File: src/hw/rtl/lfos_pkg.sv
package lfos_pkg;

  // Mode codes, as reported on the mode field of each result beat
  localparam logic [3:0] MODE_FOLLOW   = 4'd0;
  localparam logic [3:0] MODE_STOP     = 4'd1;
  localparam logic [3:0] MODE_TURN_R   = 4'd2;
  localparam logic [3:0] MODE_OUT      = 4'd3;
  localparam logic [3:0] MODE_TURN_L1  = 4'd4;
  localparam logic [3:0] MODE_PAST     = 4'd5;
  localparam logic [3:0] MODE_TURN_L2  = 4'd6;
  localparam logic [3:0] MODE_IN       = 4'd7;
  localparam logic [3:0] MODE_ALIGN    = 4'd8;

  // Last side on which the line was seen
  localparam logic [1:0] SIDE_NONE  = 2'd0;
  localparam logic [1:0] SIDE_LEFT  = 2'd1;
  localparam logic [1:0] SIDE_RIGHT = 2'd2;

  // Configuration register indexes
  localparam logic [2:0] CFG_LINE_THRESHOLD = 3'd0;
  localparam logic [2:0] CFG_BASE_SPEED     = 3'd1;
  localparam logic [2:0] CFG_TURN_SPEED     = 3'd2;
  localparam logic [2:0] CFG_TURN_TIME_MS   = 3'd3;
  localparam logic [2:0] CFG_DRIVE_OUT_MS   = 3'd4;
  localparam logic [2:0] CFG_DRIVE_PAST_MS  = 3'd5;
  localparam logic [2:0] CFG_DRIVE_IN_MS    = 3'd6;
  localparam logic [2:0] CFG_ECHO_MAX_US    = 3'd7;

  localparam int unsigned CfgIdxW  = 3;
  localparam int unsigned CfgDataW = 16;

  // Fixed timing and limits
  localparam logic [14:0] PWM_TOP        = 15'd25000;
  localparam logic [31:0] PING_PERIOD_MS = 32'd60;
  localparam logic [31:0] STOP_HOLD_MS   = 32'd1000;
  localparam logic [15:0] ECHO_MIN_US    = 16'd117;

  // Register reset values
  localparam logic [11:0] RST_LINE_THRESHOLD = 12'd1100;
  localparam logic [14:0] RST_BASE_SPEED     = 15'd16500;
  localparam logic [14:0] RST_TURN_SPEED     = 15'd16000;
  localparam logic [15:0] RST_TURN_TIME_MS   = 16'd650;
  localparam logic [15:0] RST_DRIVE_OUT_MS   = 16'd800;
  localparam logic [15:0] RST_DRIVE_PAST_MS  = 16'd1800;
  localparam logic [15:0] RST_DRIVE_IN_MS    = 16'd800;
  localparam logic [15:0] RST_ECHO_MAX_US    = 16'd874;

  // Clamp a duty to the PWM period
  function automatic logic [14:0] clamp_duty(input logic [14:0] d);
    clamp_duty = (d > PWM_TOP) ? PWM_TOP : d;
  endfunction

endpackage

File: src/hw/rtl/lfos_in_if.sv
interface lfos_in_if;
  logic        valid;
  logic        ready;
  logic [31:0] time_ms;
  logic [11:0] left_level;
  logic [11:0] right_level;
  logic        echo_valid;
  logic [15:0] echo_us;

  modport source (
    output valid, time_ms, left_level, right_level, echo_valid, echo_us,
    input  ready
  );
  modport sink (
    input  valid, time_ms, left_level, right_level, echo_valid, echo_us,
    output ready
  );
endinterface

File: src/hw/rtl/lfos_out_if.sv
interface lfos_out_if;
  logic        valid;
  logic        ready;
  logic [14:0] left_duty;
  logic [14:0] right_duty;
  logic        trigger;
  logic [3:0]  mode;

  modport source (
    output valid, left_duty, right_duty, trigger, mode,
    input  ready
  );
  modport sink (
    input  valid, left_duty, right_duty, trigger, mode,
    output ready
  );
endinterface

File: src/hw/rtl/line_follow_obstacle_sequencer.sv
// Channel   | Dir | Handshake     | Beat contents
// ----------+-----+---------------+----------------------------------------------
// in_i      | in  | valid/ready   | time_ms, left_level, right_level, echo_valid,
//           |     |               | echo_us
// out_o     | out | valid/ready   | left_duty, right_duty, trigger, mode
// cfg       | in  | cfg_we_i      | cfg_idx_i selects register, cfg_data_i value
//
// One beat per cycle if out_o keeps up; result valid the cycle after acceptance.
// All tick logic (ping timer, mode sequencer, duty select) runs in the accept
// cycle and lands in the state and result registers together.
// in_i.ready is high when the result register is empty or being drained.
// Reset (rst_ni, asynchronous, active low) clears the state, loads register
// defaults and empties the result register.
module line_follow_obstacle_sequencer import lfos_pkg::*; (
  input  logic                clk_i,
  input  logic                rst_ni,
  lfos_in_if.sink             in_i,
  lfos_out_if.source          out_o,
  input  logic                cfg_we_i,
  input  logic [CfgIdxW-1:0]  cfg_idx_i,
  input  logic [CfgDataW-1:0] cfg_data_i
);

  // Configuration registers
  logic [11:0] line_thr_q;
  logic [14:0] base_speed_q, turn_speed_q;
  logic [15:0] turn_ms_q, out_ms_q, past_ms_q, in_ms_q, echo_max_q;

  always_ff @(posedge clk_i or negedge rst_ni) begin
    if (!rst_ni) begin
      line_thr_q   <= RST_LINE_THRESHOLD;
      base_speed_q <= RST_BASE_SPEED;
      turn_speed_q <= RST_TURN_SPEED;
      turn_ms_q    <= RST_TURN_TIME_MS;
      out_ms_q     <= RST_DRIVE_OUT_MS;
      past_ms_q    <= RST_DRIVE_PAST_MS;
      in_ms_q      <= RST_DRIVE_IN_MS;
      echo_max_q   <= RST_ECHO_MAX_US;
    end else if (cfg_we_i) begin
      case (cfg_idx_i)
        CFG_LINE_THRESHOLD: line_thr_q   <= cfg_data_i[11:0];
        CFG_BASE_SPEED:     base_speed_q <= cfg_data_i[14:0];
        CFG_TURN_SPEED:     turn_speed_q <= cfg_data_i[14:0];
        CFG_TURN_TIME_MS:   turn_ms_q    <= cfg_data_i;
        CFG_DRIVE_OUT_MS:   out_ms_q     <= cfg_data_i;
        CFG_DRIVE_PAST_MS:  past_ms_q    <= cfg_data_i;
        CFG_DRIVE_IN_MS:    in_ms_q      <= cfg_data_i;
        CFG_ECHO_MAX_US:    echo_max_q   <= cfg_data_i;
        default: ;
      endcase
    end
  end

  // Handshake: result register doubles as the stage boundary
  logic out_valid_q;
  logic acc;

  assign in_i.ready = !out_valid_q || out_o.ready;
  assign acc        = in_i.valid && in_i.ready;

  // Sequencer state
  logic [3:0]  mode_q, mode_d;
  logic [31:0] entry_q, entry_d;
  logic [31:0] ping_q;
  logic [1:0]  side_q, side_d;
  logic [14:0] ldut_q, ldut_d, rdut_q, rdut_d;
  logic        trig_q, trig_d;

  logic [31:0] elapsed, since_ping;
  logic        lb, rb, obstacle;
  logic [14:0] base_c, turn_c;
  logic        t_turn, t_out, t_past, t_in, t_stop;

  assign lb         = in_i.left_level > line_thr_q;
  assign rb         = in_i.right_level > line_thr_q;
  assign elapsed    = in_i.time_ms - entry_q;
  assign since_ping = in_i.time_ms - ping_q;
  assign trig_d     = since_ping > PING_PERIOD_MS;
  assign obstacle   = in_i.echo_valid && (in_i.echo_us >= ECHO_MIN_US)
                      && (in_i.echo_us <= echo_max_q);
  assign base_c     = clamp_duty(base_speed_q);
  assign turn_c     = clamp_duty(turn_speed_q);

  // Phase timeouts, strictly greater than the set time
  assign t_stop = elapsed > STOP_HOLD_MS;
  assign t_turn = elapsed > {16'd0, turn_ms_q};
  assign t_out  = elapsed > {16'd0, out_ms_q};
  assign t_past = elapsed > {16'd0, past_ms_q};
  assign t_in   = elapsed > {16'd0, in_ms_q};

  // Next state and duties for one tick
  always_comb begin
    mode_d  = mode_q;
    entry_d = entry_q;
    side_d  = side_q;
    ldut_d  = ldut_q;
    rdut_d  = rdut_q;
    case (mode_q)
      MODE_STOP: begin
        if (t_stop) begin
          mode_d  = MODE_TURN_R;
          entry_d = in_i.time_ms;
        end
      end
      MODE_TURN_R: begin
        ldut_d = turn_c;
        rdut_d = '0;
        if (t_turn) begin
          mode_d  = MODE_OUT;
          entry_d = in_i.time_ms;
        end
      end
      MODE_OUT: begin
        ldut_d = base_c;
        rdut_d = base_c;
        if (t_out) begin
          mode_d  = MODE_TURN_L1;
          entry_d = in_i.time_ms;
        end
      end
      MODE_TURN_L1: begin
        ldut_d = '0;
        rdut_d = turn_c;
        if (t_turn) begin
          mode_d  = MODE_PAST;
          entry_d = in_i.time_ms;
        end
      end
      MODE_PAST: begin
        ldut_d = base_c;
        rdut_d = base_c;
        if (t_past) begin
          mode_d  = MODE_TURN_L2;
          entry_d = in_i.time_ms;
        end
      end
      MODE_TURN_L2: begin
        ldut_d = '0;
        rdut_d = turn_c;
        if (t_turn) begin
          mode_d  = MODE_IN;
          entry_d = in_i.time_ms;
        end
      end
      MODE_IN: begin
        ldut_d = base_c;
        rdut_d = base_c;
        // timeout wins over a line hit on the same tick
        if (t_in) begin
          mode_d  = MODE_ALIGN;
          entry_d = in_i.time_ms;
        end else if (lb || rb) begin
          mode_d = MODE_FOLLOW;
        end
      end
      MODE_ALIGN: begin
        ldut_d = turn_c;
        rdut_d = '0;
        if (lb || rb || t_turn) mode_d = MODE_FOLLOW;
      end
      default: begin
        // line following; unused codes land here too
        mode_d = MODE_FOLLOW;
        if (obstacle) begin
          mode_d  = MODE_STOP;
          entry_d = in_i.time_ms;
          ldut_d  = '0;
          rdut_d  = '0;
        end else if (lb && rb) begin
          ldut_d = base_c;
          rdut_d = base_c;
        end else if (lb) begin
          side_d = SIDE_LEFT;
          ldut_d = '0;
          rdut_d = turn_c;
        end else if (rb) begin
          side_d = SIDE_RIGHT;
          ldut_d = turn_c;
          rdut_d = '0;
        end else if (side_q == SIDE_LEFT) begin
          ldut_d = '0;
          rdut_d = turn_c;
        end else if (side_q == SIDE_RIGHT) begin
          ldut_d = turn_c;
          rdut_d = '0;
        end else begin
          ldut_d = base_c;
          rdut_d = base_c;
        end
      end
    endcase
  end

  // State and result registers, loaded on each accepted beat
  always_ff @(posedge clk_i or negedge rst_ni) begin
    if (!rst_ni) begin
      mode_q      <= MODE_FOLLOW;
      entry_q     <= '0;
      ping_q      <= '0;
      side_q      <= SIDE_NONE;
      ldut_q      <= '0;
      rdut_q      <= '0;
      trig_q      <= 1'b0;
      out_valid_q <= 1'b0;
    end else begin
      if (acc) begin
        mode_q  <= mode_d;
        entry_q <= entry_d;
        side_q  <= side_d;
        ldut_q  <= ldut_d;
        rdut_q  <= rdut_d;
        trig_q  <= trig_d;
        if (trig_d) ping_q <= in_i.time_ms;
        out_valid_q <= 1'b1;
      end else if (out_o.ready) begin
        out_valid_q <= 1'b0;
      end
    end
  end

  assign out_o.valid      = out_valid_q;
  assign out_o.left_duty  = ldut_q;
  assign out_o.right_duty = rdut_q;
  assign out_o.trigger    = trig_q;
  assign out_o.mode       = mode_q;

`ifndef SYNTHESIS
  // duties never leave the PWM range
  a_duty_range: assert property (@(posedge clk_i) disable iff (!rst_ni)
    (ldut_q <= PWM_TOP) && (rdut_q <= PWM_TOP))
    else $error("duty above PWM top");

  // only defined mode codes are ever stored
  a_mode_range: assert property (@(posedge clk_i) disable iff (!rst_ni)
    mode_q <= MODE_ALIGN)
    else $error("mode code out of range");

  // motors stand still through the stop phase
  a_stop_still: assert property (@(posedge clk_i) disable iff (!rst_ni)
    (mode_q == MODE_STOP) |-> (ldut_q == '0) && (rdut_q == '0))
    else $error("motor driven while stopped");

  // an accepted beat always leaves a result waiting
  a_acc_result: assert property (@(posedge clk_i) disable iff (!rst_ni)
    acc |=> out_valid_q)
    else $error("accepted beat produced no result");

  // a trigger restamps the ping timer with that tick's time
  a_ping_stamp: assert property (@(posedge clk_i) disable iff (!rst_ni)
    (acc && trig_d) |=> (ping_q == $past(in_i.time_ms)) && trig_q)
    else $error("ping timer not restamped");
`endif

endmodule

File: src/flat_wrapper.sv
// flat-port wrapper written by rule: the top's interface ports become plain ports
module line_follow_obstacle_sequencer_flat import lfos_pkg::*;
  (clk_i, rst_ni, cfg_we_i, cfg_idx_i, cfg_data_i, in_i_valid, in_i_time_ms, in_i_left_level, in_i_right_level, in_i_echo_valid, in_i_echo_us, in_i_ready, out_o_valid, out_o_left_duty, out_o_right_duty, out_o_trigger, out_o_mode, out_o_ready);
  lfos_in_if in_i_i ();
  lfos_out_if out_o_i ();
  input  logic clk_i;
  input  logic rst_ni;
  input  logic cfg_we_i;
  input  logic [CfgIdxW-1:0] cfg_idx_i;
  input  logic [CfgDataW-1:0] cfg_data_i;
  input wire logic [$bits(in_i_i.valid)-1:0] in_i_valid;
  input wire logic [$bits(in_i_i.time_ms)-1:0] in_i_time_ms;
  input wire logic [$bits(in_i_i.left_level)-1:0] in_i_left_level;
  input wire logic [$bits(in_i_i.right_level)-1:0] in_i_right_level;
  input wire logic [$bits(in_i_i.echo_valid)-1:0] in_i_echo_valid;
  input wire logic [$bits(in_i_i.echo_us)-1:0] in_i_echo_us;
  output wire logic [$bits(in_i_i.ready)-1:0] in_i_ready;
  output wire logic [$bits(out_o_i.valid)-1:0] out_o_valid;
  output wire logic [$bits(out_o_i.left_duty)-1:0] out_o_left_duty;
  output wire logic [$bits(out_o_i.right_duty)-1:0] out_o_right_duty;
  output wire logic [$bits(out_o_i.trigger)-1:0] out_o_trigger;
  output wire logic [$bits(out_o_i.mode)-1:0] out_o_mode;
  input wire logic [$bits(out_o_i.ready)-1:0] out_o_ready;
  assign in_i_i.valid = in_i_valid;
  assign in_i_i.time_ms = in_i_time_ms;
  assign in_i_i.left_level = in_i_left_level;
  assign in_i_i.right_level = in_i_right_level;
  assign in_i_i.echo_valid = in_i_echo_valid;
  assign in_i_i.echo_us = in_i_echo_us;
  assign in_i_ready = in_i_i.ready;
  assign out_o_valid = out_o_i.valid;
  assign out_o_left_duty = out_o_i.left_duty;
  assign out_o_right_duty = out_o_i.right_duty;
  assign out_o_trigger = out_o_i.trigger;
  assign out_o_mode = out_o_i.mode;
  assign out_o_i.ready = out_o_ready;
  line_follow_obstacle_sequencer u_core (.clk_i(clk_i), .rst_ni(rst_ni), .in_i(in_i_i), .out_o(out_o_i), .cfg_we_i(cfg_we_i), .cfg_idx_i(cfg_idx_i), .cfg_data_i(cfg_data_i));
endmodule
File: config.mk
export PLATFORM = sky130hd
export DESIGN_NAME = line_follow_obstacle_sequencer_flat
export DESIGN_NICKNAME = d
export VERILOG_FILES = /design/src/hw/rtl/lfos_pkg.sv /design/src/hw/rtl/lfos_in_if.sv /design/src/hw/rtl/lfos_out_if.sv /design/src/hw/rtl/line_follow_obstacle_sequencer.sv /design/src/flat_wrapper.sv
export SDC_FILE = /design/constraint.sdc
export NUM_CORES = 1
export LEC_CHECK = 0
export BUFFER_PORTS_ARGS = -buffer_cell sky130_fd_sc_hd__buf_2
export CORE_MARGIN = 5
export CORE_UTILIZATION = 41
export DETAILED_ROUTE_END_ITERATION = 10
export SLEW_MARGIN = 10
export SYNTH_ARGS = -nofsm -noshare
export SYNTH_HDL_FRONTEND = slang
export SYNTH_SLANG_ARGS = --single-unit
File: constraint.sdc
create_clock -name clk_i -period 12.2 [get_ports clk_i]
set_input_delay 1.22 -clock clk_i [delete_from_list [all_inputs] [get_ports clk_i]]
set_output_delay 1.22 -clock clk_i [all_outputs]
set_load 0.02 [all_outputs]
==> out/summary.txt <==
Antenna violations before repair -> 2
Headroom to the max-slew limit -> 0.253
Primary FF master, synth -> sky130_fd_sc_hd__dfrtp_1
Buffers inserted during post-CTS setup optimization -> 0
Placement row count -> 77
Number of synthesized register bits -> 224
Power density over the cells -> 227 nW/um^2
Clk slew on worst S/H paths -> 0.05 ns
Post-layout instance area -> 20400 um^2
H-tree levels -> 1
Most used cells in the layout excluding fill and tap cells -> sky130_fd_sc_hd__dfrtp_1, sky130_fd_sc_hd__inv_1, sky130_fd_sc_hd__nand2_1
Global-route wire length before repair -> 87.9 mm
Initial Utilization -> 0.412
Die Y-Extent -> 220 um
Area of the mapped netlist -> 18100 um^2
Largest fanout of any net on the critical path -> 32
Post-synth ARST share -> 1.00
Number of vias in the routed layout -> 16400
CTS Sinks -> 224
Sequential-to-total area share from yosys stat -> 0.312
Pre-CTS setup slack -> 5.77 ns
Drt first pass iters -> 6
Filler cells -> 4277
Final cycle utilization of the critical path -> 0.485
Leakage power total -> 9.16 nW
Root buffer selected by CTS -> sky130_fd_sc_hd__clkbuf_16
Number of enable-type register cells in the synthesized netlist -> 0
Count of nets after finishing -> 2424
Layout Utilization -> 0.464
Crit end category -> register
Worst min-delay path category -> register to register
Clock buffers created by TritonCTS -> 29
Worst VDD drop -> 0.117 mV
Routed length per placed instance -> 19.8 um
Cells after Synth -> 2084
Tot GR Track Use -> 0.223
Outcome -> finished clean
Max Buffers Root-to-Sink -> 3
Post-cts hold buffer count -> 0
Area enclosed by the die boundary -> 48400 um^2
Pin count of the biggest net entering global routing -> 114
Mean area per synthesized cell -> 8.68 um^2
Total detailed-routing wirelength -> 55.0 mm
Half-perimeter wire length of the detailed placement result -> 40.2 mm
Max Cap Violations -> 0
Area grow syn2layout -> 12.7%
Final-layout setup total negative slack -> 0 ns
Setup repair after global routing missed its margin -> false
Commonest non-fill, non-tap cell in the layout -> sky130_fd_sc_hd__dfrtp_1
Clock period minus worst slack -> 5.92 ns
Crit path DAT -> 6.35 ns
Mapped Nets -> 2345
Number of library cell types mapped by synthesis -> 94
Initial drt markers -> 1307
# setup viols final -> 0
Area of the core -> 43900 um^2
Worst Setup Path Type -> input port to register
Clock tree from TritonCTS -> yes
Fmax -> 169 MHz
Residual overflow from global routing -> 0
Die Wd -> 220 um
Final weighted congestion of routability-driven global placement -> 0.901
Worst Clk Skew -> 0.0151 ns
Total power of the final layout -> 4.63 mW
Source-to-sink clock delay at the later pin of the worst-skew pair -> 0.57 ns
Count of input and output buffers -> 133
Final Worst Setup Slack -> 6.28 ns
DRC violations left -> 0
Vias in the first global route -> 16100
Antenna Nets Post-Route -> 0
Vias per std cell -> 5.90
Critical path startpoint category -> input port
Share of post-route cells with drive strength above 1 -> 0.186
Slew @ Worst Pin -> 1.11 ns
# resized after CTS -> 0
IO Count -> 134
Antenna Diode Count -> 0
Post-detailed-placement cell area -> 19300 um^2
Ys Warns -> 0
Data required, critical path -> 12.64 ns
Endpoints failing hold -> 0
Max-slew violation total from the final report -> 0
per-layer routing:
layer / share of wire / GRT usage / routed length (um)
met2: 0.48 / 0.384 / 26300
met3: 0.044 / 0.0254 / 2430
met1: 0.45 / 0.299 / 24700
met5: 0 / 0 / 0
met4: 0.028 / 0.0597 / 1520
path summary, 6_finish.rpt:
kind	from	end	slack (ns)	cells past startpoint
setup / recovery	in_i_time_ms[0]	u_core.entry_q[14]	6.28	19
hold / removal	u_core.out_o.right_duty[13]	u_core.out_o.right_duty[13]	0.47	2
setup reg to reg	u_core.entry_q[7]	u_core.entry_q[14]	6.72	19
hold reg to reg	u_core.out_o.right_duty[13]	u_core.out_o.right_duty[13]	0.47	2
max in group asynchronous	rst_ni	u_core.entry_q[18]	10.10	2
min in group asynchronous	rst_ni	u_core.line_thr_q[1]	0.71	1
cells by family (layout without fill, tap and decap cells):
| family | Yosys count | count (layout) | share of synthesized area |
|---|---|---|---|
| adder cells (fa/ha/maj) | 165 | 165 | 0.115 |
| flip-flops | 224 | 224 | 0.312 |
| multiplexers | 131 | 131 | 0.0873 |
| buffers and inverters | 284 | 386 | 0.0627 |
| AO/OA/AOI/OAI | 676 | 676 | 0.247 |
| AND/OR/NAND/NOR | 565 | 565 | 0.156 |
| XOR/XNOR | 39 | 39 | 0.0196 |
layout make-up:
class                      instances  area [um^2]  area share
multi-input combinational       1576        11400       0.558
sequential                       224         5650       0.277
timing repair buffer             156          848      0.0416
clock buffer                      38          790      0.0387
tap                              592          741      0.0363
inverter                         176          661      0.0324
clock inverter                    16          322      0.0158
metrics by stage:
| stage | hold WS [ns] | std cells |
|---|---|---|
| 3_3_place_gp | 0.467 | 2724 |
| 5_1_grt | 0.514 | 2778 |
| 4_1_cts | 0.481 | 2778 |
| 3_5_place_dp | 0.468 | 2724 |
| 6_report | 0.472 | 2778 |
| 2_1_floorplan | 0.479 | 2084 |
state kept, by name, summed over array words and instances, names as in the netlist, 2 cells and up:
register	count
u_core.past_ms_q	16
u_core.out_o.left_duty	15
u_core.out_ms_q	16
u_core.base_speed_q	15
u_core.line_thr_q	12
u_core.side_q	2
u_core.out_o.mode	4
u_core.echo_max_q	16
u_core.out_o.right_duty	15
u_core.turn_speed_q	15
u_core.entry_q	32
u_core.ping_q	32
u_core.in_ms_q	16
u_core.turn_ms_q	16
critical path: stages:
cell                       delay (ns)
sky130_fd_sc_hd__buf_2           0.13
sky130_fd_sc_hd__inv_1           0.08
sky130_fd_sc_hd__ha_1            0.16
sky130_fd_sc_hd__inv_1           0.05
sky130_fd_sc_hd__fa_1            0.43
sky130_fd_sc_hd__a211oi_2        0.38
sky130_fd_sc_hd__o21ai_1         0.15
sky130_fd_sc_hd__a221o_1         0.43
sky130_fd_sc_hd__xnor2_1         0.51
sky130_fd_sc_hd__ha_1            0.22
sky130_fd_sc_hd__and4_1          0.24
sky130_fd_sc_hd__nand4_1         0.15
sky130_fd_sc_hd__o32ai_1         0.33
sky130_fd_sc_hd__a21oi_1         0.10
sky130_fd_sc_hd__or3_1           0.36
sky130_fd_sc_hd__a211oi_2        0.28
sky130_fd_sc_hd__nand3b_1        0.14
sky130_fd_sc_hd__a211o_4         0.57
sky130_fd_sc_hd__mux2_4          0.38
Yosys cell counts, types with 8 or more instances:
| library cell | instances | area (um^2) |
|---|---|---|
| sky130_fd_sc_hd__a211o_1 | 8 | 70.1 |
| sky130_fd_sc_hd__a211oi_1 | 13 | 97.6 |
| sky130_fd_sc_hd__a21boi_0 | 12 | 90.1 |
| sky130_fd_sc_hd__a21o_1 | 46 | 345 |
| sky130_fd_sc_hd__a21oi_1 | 165 | 826 |
| sky130_fd_sc_hd__a221oi_1 | 17 | 149 |
| sky130_fd_sc_hd__a2bb2oi_1 | 33 | 289 |
| sky130_fd_sc_hd__a31oi_1 | 18 | 113 |
| sky130_fd_sc_hd__a32oi_1 | 8 | 70.1 |
| sky130_fd_sc_hd__and2_1 | 11 | 68.8 |
| sky130_fd_sc_hd__and3_1 | 10 | 62.6 |
| sky130_fd_sc_hd__and4_1 | 8 | 70.1 |
| sky130_fd_sc_hd__buf_2 | 9 | 45.0 |
| sky130_fd_sc_hd__clkbuf_1 | 89 | 334 |
| sky130_fd_sc_hd__dfrtp_1 | 189 | 4730 |
| sky130_fd_sc_hd__dfstp_2 | 35 | 920 |
| sky130_fd_sc_hd__ha_1 | 162 | 2030 |
| sky130_fd_sc_hd__inv_1 | 176 | 661 |
| sky130_fd_sc_hd__mux2_2 | 98 | 1100 |
| sky130_fd_sc_hd__mux2_4 | 29 | 435 |
| sky130_fd_sc_hd__nand2_1 | 167 | 627 |
| sky130_fd_sc_hd__nand2b_1 | 16 | 100 |
| sky130_fd_sc_hd__nand3_1 | 34 | 170 |
| sky130_fd_sc_hd__nand4_1 | 71 | 444 |
| sky130_fd_sc_hd__nor2_1 | 123 | 462 |
| sky130_fd_sc_hd__nor2b_1 | 24 | 150 |
| sky130_fd_sc_hd__nor3_1 | 38 | 190 |
| sky130_fd_sc_hd__nor3b_1 | 9 | 67.6 |
| sky130_fd_sc_hd__o211ai_1 | 45 | 338 |
| sky130_fd_sc_hd__o21a_1 | 27 | 203 |
| sky130_fd_sc_hd__o21ai_0 | 164 | 821 |
| sky130_fd_sc_hd__o21ai_1 | 8 | 40.0 |
| sky130_fd_sc_hd__o21bai_1 | 9 | 67.6 |
| sky130_fd_sc_hd__o22ai_1 | 10 | 62.6 |
| sky130_fd_sc_hd__o31a_1 | 8 | 70.1 |
| sky130_fd_sc_hd__o31ai_1 | 10 | 75.1 |
| sky130_fd_sc_hd__or2_2 | 10 | 62.6 |
| sky130_fd_sc_hd__or3_1 | 16 | 100 |
| sky130_fd_sc_hd__xnor2_1 | 17 | 149 |
| sky130_fd_sc_hd__xor2_1 | 21 | 184 |
power breakdown:
part | internal [mW] | leakage, nW | switching, mW
logic | 1.00 | 6.03 | 1.53
clock network | 0.645 | 0.534 | 0.345
registers | 0.969 | 2.59 | 0.139
Note: power is estimated with default switching activity, not from simulation.
